File: config.mk
export PLATFORM = sky130hd
export DESIGN_NAME = smx_ramp
export DESIGN_NICKNAME = d
export VERILOG_FILES = /design/src/rtl/smx_pkg.sv /design/src/rtl/smx_ramp.sv
export SDC_FILE = /design/constraint.sdc
export NUM_CORES = 1
export LEC_CHECK = 0
export BUFFER_PORTS_ARGS = -buffer_cell sky130_fd_sc_hd__buf_2
export CAP_MARGIN = 20
export CORE_MARGIN = 5
export CORE_UTILIZATION = 45
export DETAILED_ROUTE_END_ITERATION = 6
export PLACE_DENSITY = 0.67
export SYNTH_ARGS = -nofsm -noshare
export SYNTH_HDL_FRONTEND = slang
export SYNTH_SLANG_ARGS = --single-unit
File: constraint.sdc
create_clock -name clock -period 11.6 [get_ports clock]
set_input_delay 1.16 -clock clock [delete_from_list [all_inputs] [get_ports clock]]
set_output_delay 1.16 -clock clock [all_outputs]
set_load 0.01 [all_outputs]
File: src/rtl/smx_pkg.sv
// Shared constants, register codes and control structs for the stereo gain/fade mixer.
// No dependencies; imported by every module of the block.
`timescale 1ns / 1ps

package smx_pkg;

   // default datapath sizing
   localparam int SAMPLE_BITS_DEF    = 32;
   localparam int GAIN_FRAC_BITS_DEF = 16;

   // fixed field widths
   localparam int PORT_W        = 32;
   localparam int CLIP_W        = 32;
   localparam int CSR_IDX_W     = 3;
   localparam int CSR_DATA_W    = 32;
   localparam int REPLAY_GAIN_W = 24;
   localparam int RAMP_STEP_W   = 17;
   localparam int FPS_W         = 16;
   localparam int MODE_W        = 2;
   localparam int POL_W         = 2;

   // register reset values
   localparam logic [REPLAY_GAIN_W-1:0] REPLAY_GAIN_RST = 24'd65536;
   localparam logic [CLIP_W-1:0]        CLIP_HIGH_RST   = 32'h7FFF_FFFF;
   localparam logic [CLIP_W-1:0]        CLIP_LOW_RST    = 32'h8000_0000;
   localparam logic [FPS_W-1:0]         FPS_RST         = 16'd4410;

   // register index map
   typedef enum logic [CSR_IDX_W-1:0] {
      CSR_REPLAY_GAIN     = 3'd0,
      CSR_CLIP_HIGH       = 3'd1,
      CSR_CLIP_LOW        = 3'd2,
      CSR_POLARITY        = 3'd3,
      CSR_CHANNEL_MODE    = 3'd4,
      CSR_TRANSITION_MODE = 3'd5,
      CSR_RAMP_STEP       = 3'd6,
      CSR_FRAMES_PER_STEP = 3'd7
   } smx_csr_type;

   // channel_mode codes (codes other than these behave as left-to-right copy)
   localparam logic [MODE_W-1:0] CH_PASS     = 2'd0;
   localparam logic [MODE_W-1:0] CH_COPY_R2L = 2'd2;

   // transition_mode codes (the unused code and zero mean no transition)
   localparam logic [MODE_W-1:0] TR_FADE  = 2'd1;
   localparam logic [MODE_W-1:0] TR_XFADE = 2'd2;

   // per-cycle stage strobes from the sequencer to the lanes
   typedef struct packed {
      logic load;
      logic gain;
      logic pol;
      logic fade;
   } smx_step_type;

   // transition flags that apply to one frame
   typedef struct packed {
      logic fade;
      logic xfade;
   } smx_frame_type;

endpackage

File: src/rtl/smx_ramp.sv
// Transition controller: arms fades and crossfades, ramps the fade gain per frame.
// Depends on smx_pkg.
`timescale 1ns / 1ps

module smx_ramp #(
   parameter int   GAIN_FRAC_BITS = 16,
   localparam int  RW = ((GAIN_FRAC_BITS > 17) ? GAIN_FRAC_BITS : 17) + 1
) (
   input  logic                               clock,
   input  logic                               reset,
   input  logic                               accept,
   input  logic                               track_start,
   input  logic                               old_present,
   input  logic [smx_pkg::MODE_W-1:0]         transition_mode,
   input  logic [smx_pkg::RAMP_STEP_W-1:0]    ramp_step,
   input  logic [smx_pkg::FPS_W-1:0]          frames_per_step,
   output smx_pkg::smx_frame_type             frame,
   output logic [RW-1:0]                      ramp_gain
);
   import smx_pkg::*;

   localparam logic [RW-1:0] GAIN_ONE = RW'(1) << GAIN_FRAC_BITS;

   logic              fade_ff, fade_in, xfade_ff, xfade_in;
   logic [RW-1:0]     ramp_ff, ramp_in;
   logic [FPS_W-1:0]  count_ff, count_in;

   logic              fade_v, xfade_v, arm;
   logic [RW-1:0]     gain_v;
   logic [FPS_W-1:0]  count_v, fps_eff;

   assign fps_eff = (frames_per_step == '0) ? FPS_W'(1) : frames_per_step;
   assign arm     = (ramp_step != '0) &&
                    ((transition_mode == TR_FADE) ||
                     ((transition_mode == TR_XFADE) && old_present));

   // flags for the frame being taken, and the state it leaves behind
   always_comb begin
      fade_v  = fade_ff;
      xfade_v = xfade_ff;
      gain_v  = ramp_ff;
      count_v = count_ff;
      if (track_start) begin
         fade_v  = 1'b0;
         xfade_v = 1'b0;
         if (arm) begin
            fade_v  = 1'b1;
            xfade_v = (transition_mode == TR_XFADE);
            gain_v  = '0;
            count_v = '0;
         end
      end
      // overlap ran out: this frame passes unfaded
      if (fade_v && xfade_v && !old_present) begin
         fade_v  = 1'b0;
         xfade_v = 1'b0;
      end

      fade_in  = fade_v;
      xfade_in = xfade_v;
      ramp_in  = gain_v;
      count_in = count_v;
      if (fade_v) begin
         count_in = count_v + FPS_W'(1);
         if (count_in >= fps_eff) begin
            count_in = '0;
            ramp_in  = gain_v + RW'(ramp_step);
         end
         if (ramp_in >= GAIN_ONE) begin
            fade_in  = 1'b0;
            xfade_in = 1'b0;
         end
      end
   end

   assign frame.fade  = fade_v;
   assign frame.xfade = xfade_v;
   assign ramp_gain   = gain_v;

   // state advances once per accepted beat
   always_ff @(posedge clock) begin
      if (reset) begin
         fade_ff  <= 1'b0;
         xfade_ff <= 1'b0;
         ramp_ff  <= '0;
         count_ff <= '0;
      end else if (accept) begin
         fade_ff  <= fade_in;
         xfade_ff <= xfade_in;
         ramp_ff  <= ramp_in;
         count_ff <= count_in;
      end
   end

   a_xfade_needs_fade : assert property (@(posedge clock) disable iff (reset)
      xfade_ff |-> fade_ff)
      else $error("crossfade flag set without fade flag");

   a_gain_below_one : assert property (@(posedge clock) disable iff (reset)
      fade_ff |-> (ramp_ff < GAIN_ONE))
      else $error("fade still running with ramp gain at or above one");

   a_frame_flags : assert property (@(posedge clock) disable iff (reset)
      (accept && !fade_ff && !track_start) |-> !frame.fade)
      else $error("fade applied without an armed transition");

endmodule

Yosys cells after proc, flatten, opt, wreduce, memory -nomap -nowiden

Cells that the tools add are included.

Input bits: 40
Logic and storage cells: 38
Register bits after elaboration: 36
Output and inout bits: 20

$add $sub $neg: 2
Mux-type cells: 20
Reductions and logical operators: 8
Equal/unequal tests: 2
Order comparisons: 2

Operators by type and width:

| operator                                              | count |
|---|---|
| 2-to-1 mux 18 bit                                     | 5 |
| 2-to-1 mux 16 bit                                     | 5 |
| adder 18 x 17 -> 18 bit                               | 1 |
| >= comparator 18 x 17 -> 1 bit, second input constant | 1 |
| nonzero test 17 bit                                   | 1 |
| adder 16 x 1 -> 16 bit, second input constant         | 1 |
| >= comparator 16 bit                                  | 1 |
| zero test 16 bit                                      | 1 |
| 2-to-1 mux 1 bit                                      | 10 |
| logical AND 1 bit                                     | 4 |
| == test 2 x 1 -> 1 bit, second input constant         | 1 |
| == test 2 bit, second input constant                  | 1 |
| zero test 1 bit                                       | 1 |
| logical OR 1 bit                                      | 1 |

Logic depth before layout (Yosys ltp)

Word-level depth: 13
Mapped depth: 20
Gate-level depth less buffers: 18

Least setup slack after synthesis

No wires, ideal clock.

Path kind: in2reg
Start point: input ramp_step[1] in the netlist's numbering
End point: register ramp_ff[10]
Data required time: 11.541 ns
Slack: 5.573 ns
Cell stages on the path: 18
Library setup time: 0.059 ns
Arrival time: 5.969 ns
Path buffers: 2
Cell sequence: or4_4 -> nor4_4 -> a31o_2 -> clkbuf_1 -> and2_1 -> ha_1 -> and3_1 -> nand3_1 -> or2_2 -> or4_4 -> a21oi_2 -> ha_1 -> nand4_1 -> a2111oi_0 -> a21oi_1 -> nor3_1 -> buf_2 -> a22o_1

Word-level cells in the longest chain between the ends: 9
Elaborated cells on any way between the ends: 19
Those cells by class: add/sub: 2; order compare: 1; mux: 12; reduce/logical: 4

RTL lines:

| what                   | line           | source |
|---|---|---|
| start, declared        | smx_ramp.sv:15 | `input logic [smx_pkg::RAMP_STEP_W-1:0] ramp_step,` |
| nonzero test 17 bit    | smx_ramp.sv:33 | `assign arm = (ramp_step != '0) &&` |
| logical AND 1 bit      | smx_ramp.sv:33 |  |
| 2-to-1 mux 16 bit      | smx_ramp.sv:46 | `if (arm) begin` |
| 2-to-1 mux 16 bit      | smx_ramp.sv:43 | `if (track_start) begin` |
| adder 16 x 1 -> 16 bit | smx_ramp.sv:64 | `count_in = count_v + FPS_W'(1);` |
| >= comparator 16 bit   | smx_ramp.sv:65 | `if (count_in >= fps_eff) begin` |
| 2-to-1 mux 18 bit      | smx_ramp.sv:65 |  |
| 2-to-1 mux 18 bit      | smx_ramp.sv:63 | `if (fade_v) begin` |
| 2-to-1 mux 18 bit (*)  | smx_ramp.sv:63 |  |
| end signal, assigned   | smx_ramp.sv:90 | `ramp_ff <= ramp_in;` |
| end, declared          | smx_ramp.sv:25 | `logic [RW-1:0] ramp_ff, ramp_in;` |

Mark *: on every way between the ends. The rest lies on a longest branch, timed or not. The select of a mux whose other input is x is not followed.
A chain may end at the register's enable or synchronous reset.

Worst setup path after layout

Start point: input ramp_step[1] in the netlist's numbering
End point: register fade_ff

Word-level cells in the longest chain between the ends: 11
Elaborated cells on any way between the ends: 21
Those cells by class: add/sub: 2; order compare: 2; mux: 13; reduce/logical: 4

RTL lines:

| what                           | line           | source |
|---|---|---|
| nonzero test 17 bit            | smx_ramp.sv:33 |  |
| logical AND 1 bit              | smx_ramp.sv:33 |  |
| 2-to-1 mux 16 bit              | smx_ramp.sv:46 |  |
| 2-to-1 mux 16 bit              | smx_ramp.sv:43 |  |
| adder 16 x 1 -> 16 bit         | smx_ramp.sv:64 |  |
| >= comparator 16 bit           | smx_ramp.sv:65 |  |
| 2-to-1 mux 18 bit              | smx_ramp.sv:65 |  |
| 2-to-1 mux 18 bit              | smx_ramp.sv:63 |  |
| >= comparator 18 x 17 -> 1 bit | smx_ramp.sv:69 | `if (ramp_in >= GAIN_ONE) begin` |
| 2-to-1 mux 1 bit               | smx_ramp.sv:69 |  |
| 2-to-1 mux 1 bit (*)           | smx_ramp.sv:63 |  |
| end signal, assigned           | smx_ramp.sv:88 | `fade_ff <= fade_in;` |
| end, declared                  | smx_ramp.sv:24 | `logic fade_ff, fade_in, xfade_ff, xfade_in;` |

Marks and branches as above.

==> results.sh <==
export IMPL_netlist_area_mm2=0.003199
export IMPL_path_clk_slew_ns=0.08
export IMPL_grt_max_degree=29
export IMPL_synth_common_cells="dfxtp_1 (36), ha_1 (34), a21oi_1 (33), nor2_1 (33), inv_1 (27)"
export IMPL_layout_area_overhead_vs_synth_pct=14.59
export IMPL_pre_cts_ws_ns=4.909
export IMPL_cts_tree="built"
export IMPL_synth_most_common_cell="dfxtp_1"
export IMPL_grt_util_all_layers_pct=19.46
export IMPL_viasPerCell=5.577
export IMPL_fin_tns_setup_ns=0
export IMPL_routed_wl_mm=8.372
export IMPL_max_freq_mhz=155.7
export IMPL_grt_pass1_wl_mm=14.09
export IMPL_clockBufferDepth=2
export IMPL_finalSetupViolCount=0
export IMPL_hp_start="ramp_ff[9]"
export IMPL_nets=540
export IMPL_place_gp_congestion=0.8412
export IMPL_clkPwrFrac_pct=36.7
export IMPL_pwr_share_comb_pct=16.0
export IMPL_hpwl_mm=6.501
export IMPL_skew_ns=0.01259
export IMPL_min_path_cells=1
export IMPL_rrSetupSlack_ns=7.23
export IMPL_drv_slew=0
export IMPL_avgRoutedWirePerCell_um=14.90
export IMPL_finalHoldViolations=0
export IMPL_power_frac_seq_pct=47.2
export IMPL_rows=30
export IMPL_leakage_uw=0.001698
export IMPL_status="finished, final reports clean"
export IMPL_rsz0062_at_grt="false"
export IMPL_cts_made_buffers=5
export IMPL_avgSynthCellArea_um2=7.765
export IMPL_r2r_cells=14
export IMPL_cts_resized=0
export IMPL_fin_ws_ns=5.178
export IMPL_power_switching_share_pct=28.36
export IMPL_synth_area_leader_cell="dfxtp_1"
export IMPL_grt_antenna_before_repair=0
export IMPL_synth_fp_nets=487
export IMPL_hold_class="flop to flop"
export IMPL_async_flop_share_pct=0
export IMPL_cts_setup_buffers=0
export IMPL_worstSkewPairLatency_ns=0.30
export IMPL_fp_coreArea_mm2=0.006869
export IMPL_layout_drive_gt1_share_pct=17.38
export IMPL_place_port_buffers=59
export IMPL_post_route_min_period_ns=6.422
export IMPL_endpoint_kind="flop"
export IMPL_ir_worst_vdd_mv=0.02999
export IMPL_cts_num_sinks=36
export IMPL_finish_utilization_pct=53.37
export IMPL_tightest_slew_ns=0.8531
export IMPL_dieWidth_um=94.32
export IMPL_dr_first_iter_drc_count=152
export IMPL_synth_edff_count=0
export IMPL_drtAntennaViolNets=0
export IMPL_holdBufCountCts=0
export IMPL_hold_end="ramp_ff[9]"
export IMPL_seq_area_um2=720.7
export IMPL_antenna_cells=0
export IMPL_timing_rr_end="fade_ff"
export IMPL_critPathRequiredTime_ns=11.79
export IMPL_maxCapViolCount=0
export IMPL_dr_pass1_iters=4
export IMPL_grt_overflow=0
export IMPL_power_switching_uw=75.01
export IMPL_yosys_most_used_dff="dfxtp_1"
export IMPL_cp_max_fo=28
export IMPL_num_fill_cells=689
export IMPL_multiInputGateArea_mm2=0.002305
export IMPL_cts_root_buf="clkbuf_8"
export IMPL_start_util_pct=46.58
export IMPL_cellPowerDensity_mw_per_mm2=72.15
export IMPL_criticalPathCategory="input pin to flop"
export IMPL_synth_distinct_cells=54
export IMPL_r2r_start="count_ff[0]"
export IMPL_ys_ff_latch=36
export IMPL_final_min_period_over_clock_period_pct=55.37
export IMPL_dieHeight_um=94.32
export IMPL_first_global_vias=3073
export IMPL_synth_area_top_cells="dfxtp_1 (23%), ha_1 (13%), a21oi_1 (5.2%), xnor2_1 (4.9%), a22o_1 (4.1%)"
export IMPL_start_kind="input pin"
export IMPL_yosys_warnings=0
export IMPL_htreeDepth=2
export IMPL_slew_headroom_pct=43.13
export IMPL_p_int_uw=189.5
export IMPL_io_pins=60
export IMPL_synthCells=412
export IMPL_die_area_mm2=0.008896
export IMPL_vias=3134
export IMPL_cp_arrival_ns=6.61
export IMPL_yosysTopAreaCellShare_pct=22.53
export IMPL_drcViolationCount=0
export IMPL_ys_seq_area_share_pct=22.53
## cells by family (layout without fill, tap and decap cells)
logic type	after synthesis	count (layout)	share of synthesized area, %
AOI/OAI and AO/OA	120	120	25.42
xor gates and xnor gates	26	26	7.118
adders and majority gates	35	35	13.92
buffers and inverters	44	98	5.632
DFF	36	36	22.53
and+or+nand+nor	151	151	25.38
## routing by layer
metal  vias to the layer above  track usage (%)  share of wire (%)
met5                         -                0                  0
met4                         0            3.610               0.84
met3                         9            2.804                4.6
met2                        74            33.63                 48
met1                      1445            25.86                 47
li1                       1606                -                  -
## critical path, stage by stage
cell	delay, ns
buf_2	0.13
or4_4	0.55
nor4_4	0.28
a31o_2	0.54
and2_1	0.25
ha_1	0.26
and3_1	0.22
nand3_1	0.18
or2_2	0.40
or4_4	0.49
a21oi_2	0.17
ha_1	0.16
nand4_1	0.10
a2111oi_0	0.58
a21o_1	0.33
a31oi_1	0.12
a211o_1	0.33
o41ai_1	0.34
## area by class of cell
| cell class | instances | share of cell area [%] |
|---|---|---|
| inverters | 27 | 2.764 |
| flip-flops and latches | 36 | 19.66 |
| repair buffers | 63 | 8.874 |
| clock inverters | 1 | 0.2048 |
| clock buffers | 7 | 2.355 |
| well taps | 96 | 3.276 |
| multi-input cells | 332 | 62.87 |
## power by group through the flow
| stage | sequential, uW | clock [uW] | combinational, uW |
|---|---|---|---|
| finish | 125 | 97.2 | 42.4 |
| global placement | 128 | 0 | 41.4 |
| global route | 125 | 103 | 47.7 |
| CTS | 125 | 98.6 | 42.5 |
| floorplan | 128 | 0 | 26.2 |
| detailed placement | 128 | 0 | 42.1 |
## metrics by stage
stage	area (um2)	total power [uW]	hold WS (ns)	instances
4_1_cts	3666	266.0	0.4649	562
3_5_place_dp	3572	170.0	0.4465	554
5_1_grt	3666	276.1	0.4894	562
3_3_place_gp	3572	169.2	0.4408	554
6_report	3666	264.5	0.4640	562
2_1_floorplan	3199	153.8	0.4337	412
## state kept, by name, summed over array words and instances (netlist names)
name and cells:
ramp_ff 18, count_ff 16, fade_ff 1, xfade_ff 1
## cell usage in the layout (no fill, tap or decap), types with 5 or more instances in the layout
| cell | Yosys | layout |
|---|---|---|
| nor4_1 | 6 | 6 |
| nor2_1 | 33 | 33 |
| nand3_1 | 14 | 14 |
| clkbuf_8 | 0 | 6 |
| nor2b_1 | 6 | 6 |
| buf_2 | 3 | 59 |
| a211oi_1 | 5 | 5 |
| a21oi_1 | 33 | 33 |
| ha_1 | 34 | 34 |
| a22o_1 | 15 | 15 |
| o21ai_0 | 16 | 16 |
| a22oi_1 | 5 | 5 |
| xnor2_1 | 18 | 18 |
| and2_1 | 20 | 20 |
| nand2_1 | 26 | 26 |
| inv_1 | 27 | 27 |
| dfxtp_1 | 36 | 36 |
| nand2b_1 | 7 | 7 |
| and3_1 | 8 | 8 |
| nor3_1 | 10 | 10 |
| xor2_1 | 8 | 8 |
## worst max path at each step
| stage | startpoint | to | depth (start not counted) |
|---|---|---|---|
| after detailed placement | ramp_step[1] | ramp_ff[3] | 19 |
| after CTS | ramp_step[1] | fade_ff | 18 |
| after global routing | ramp_step[1] | fade_ff | 19 |
| after floorplan | ramp_step[1] | ramp_ff[10] | 18 |
| final | ramp_step[1] | fade_ff | 18 |
| after global placement | ramp_step[1] | ramp_ff[8] | 19 |
Note: power is estimated with default switching activity, not from simulation.
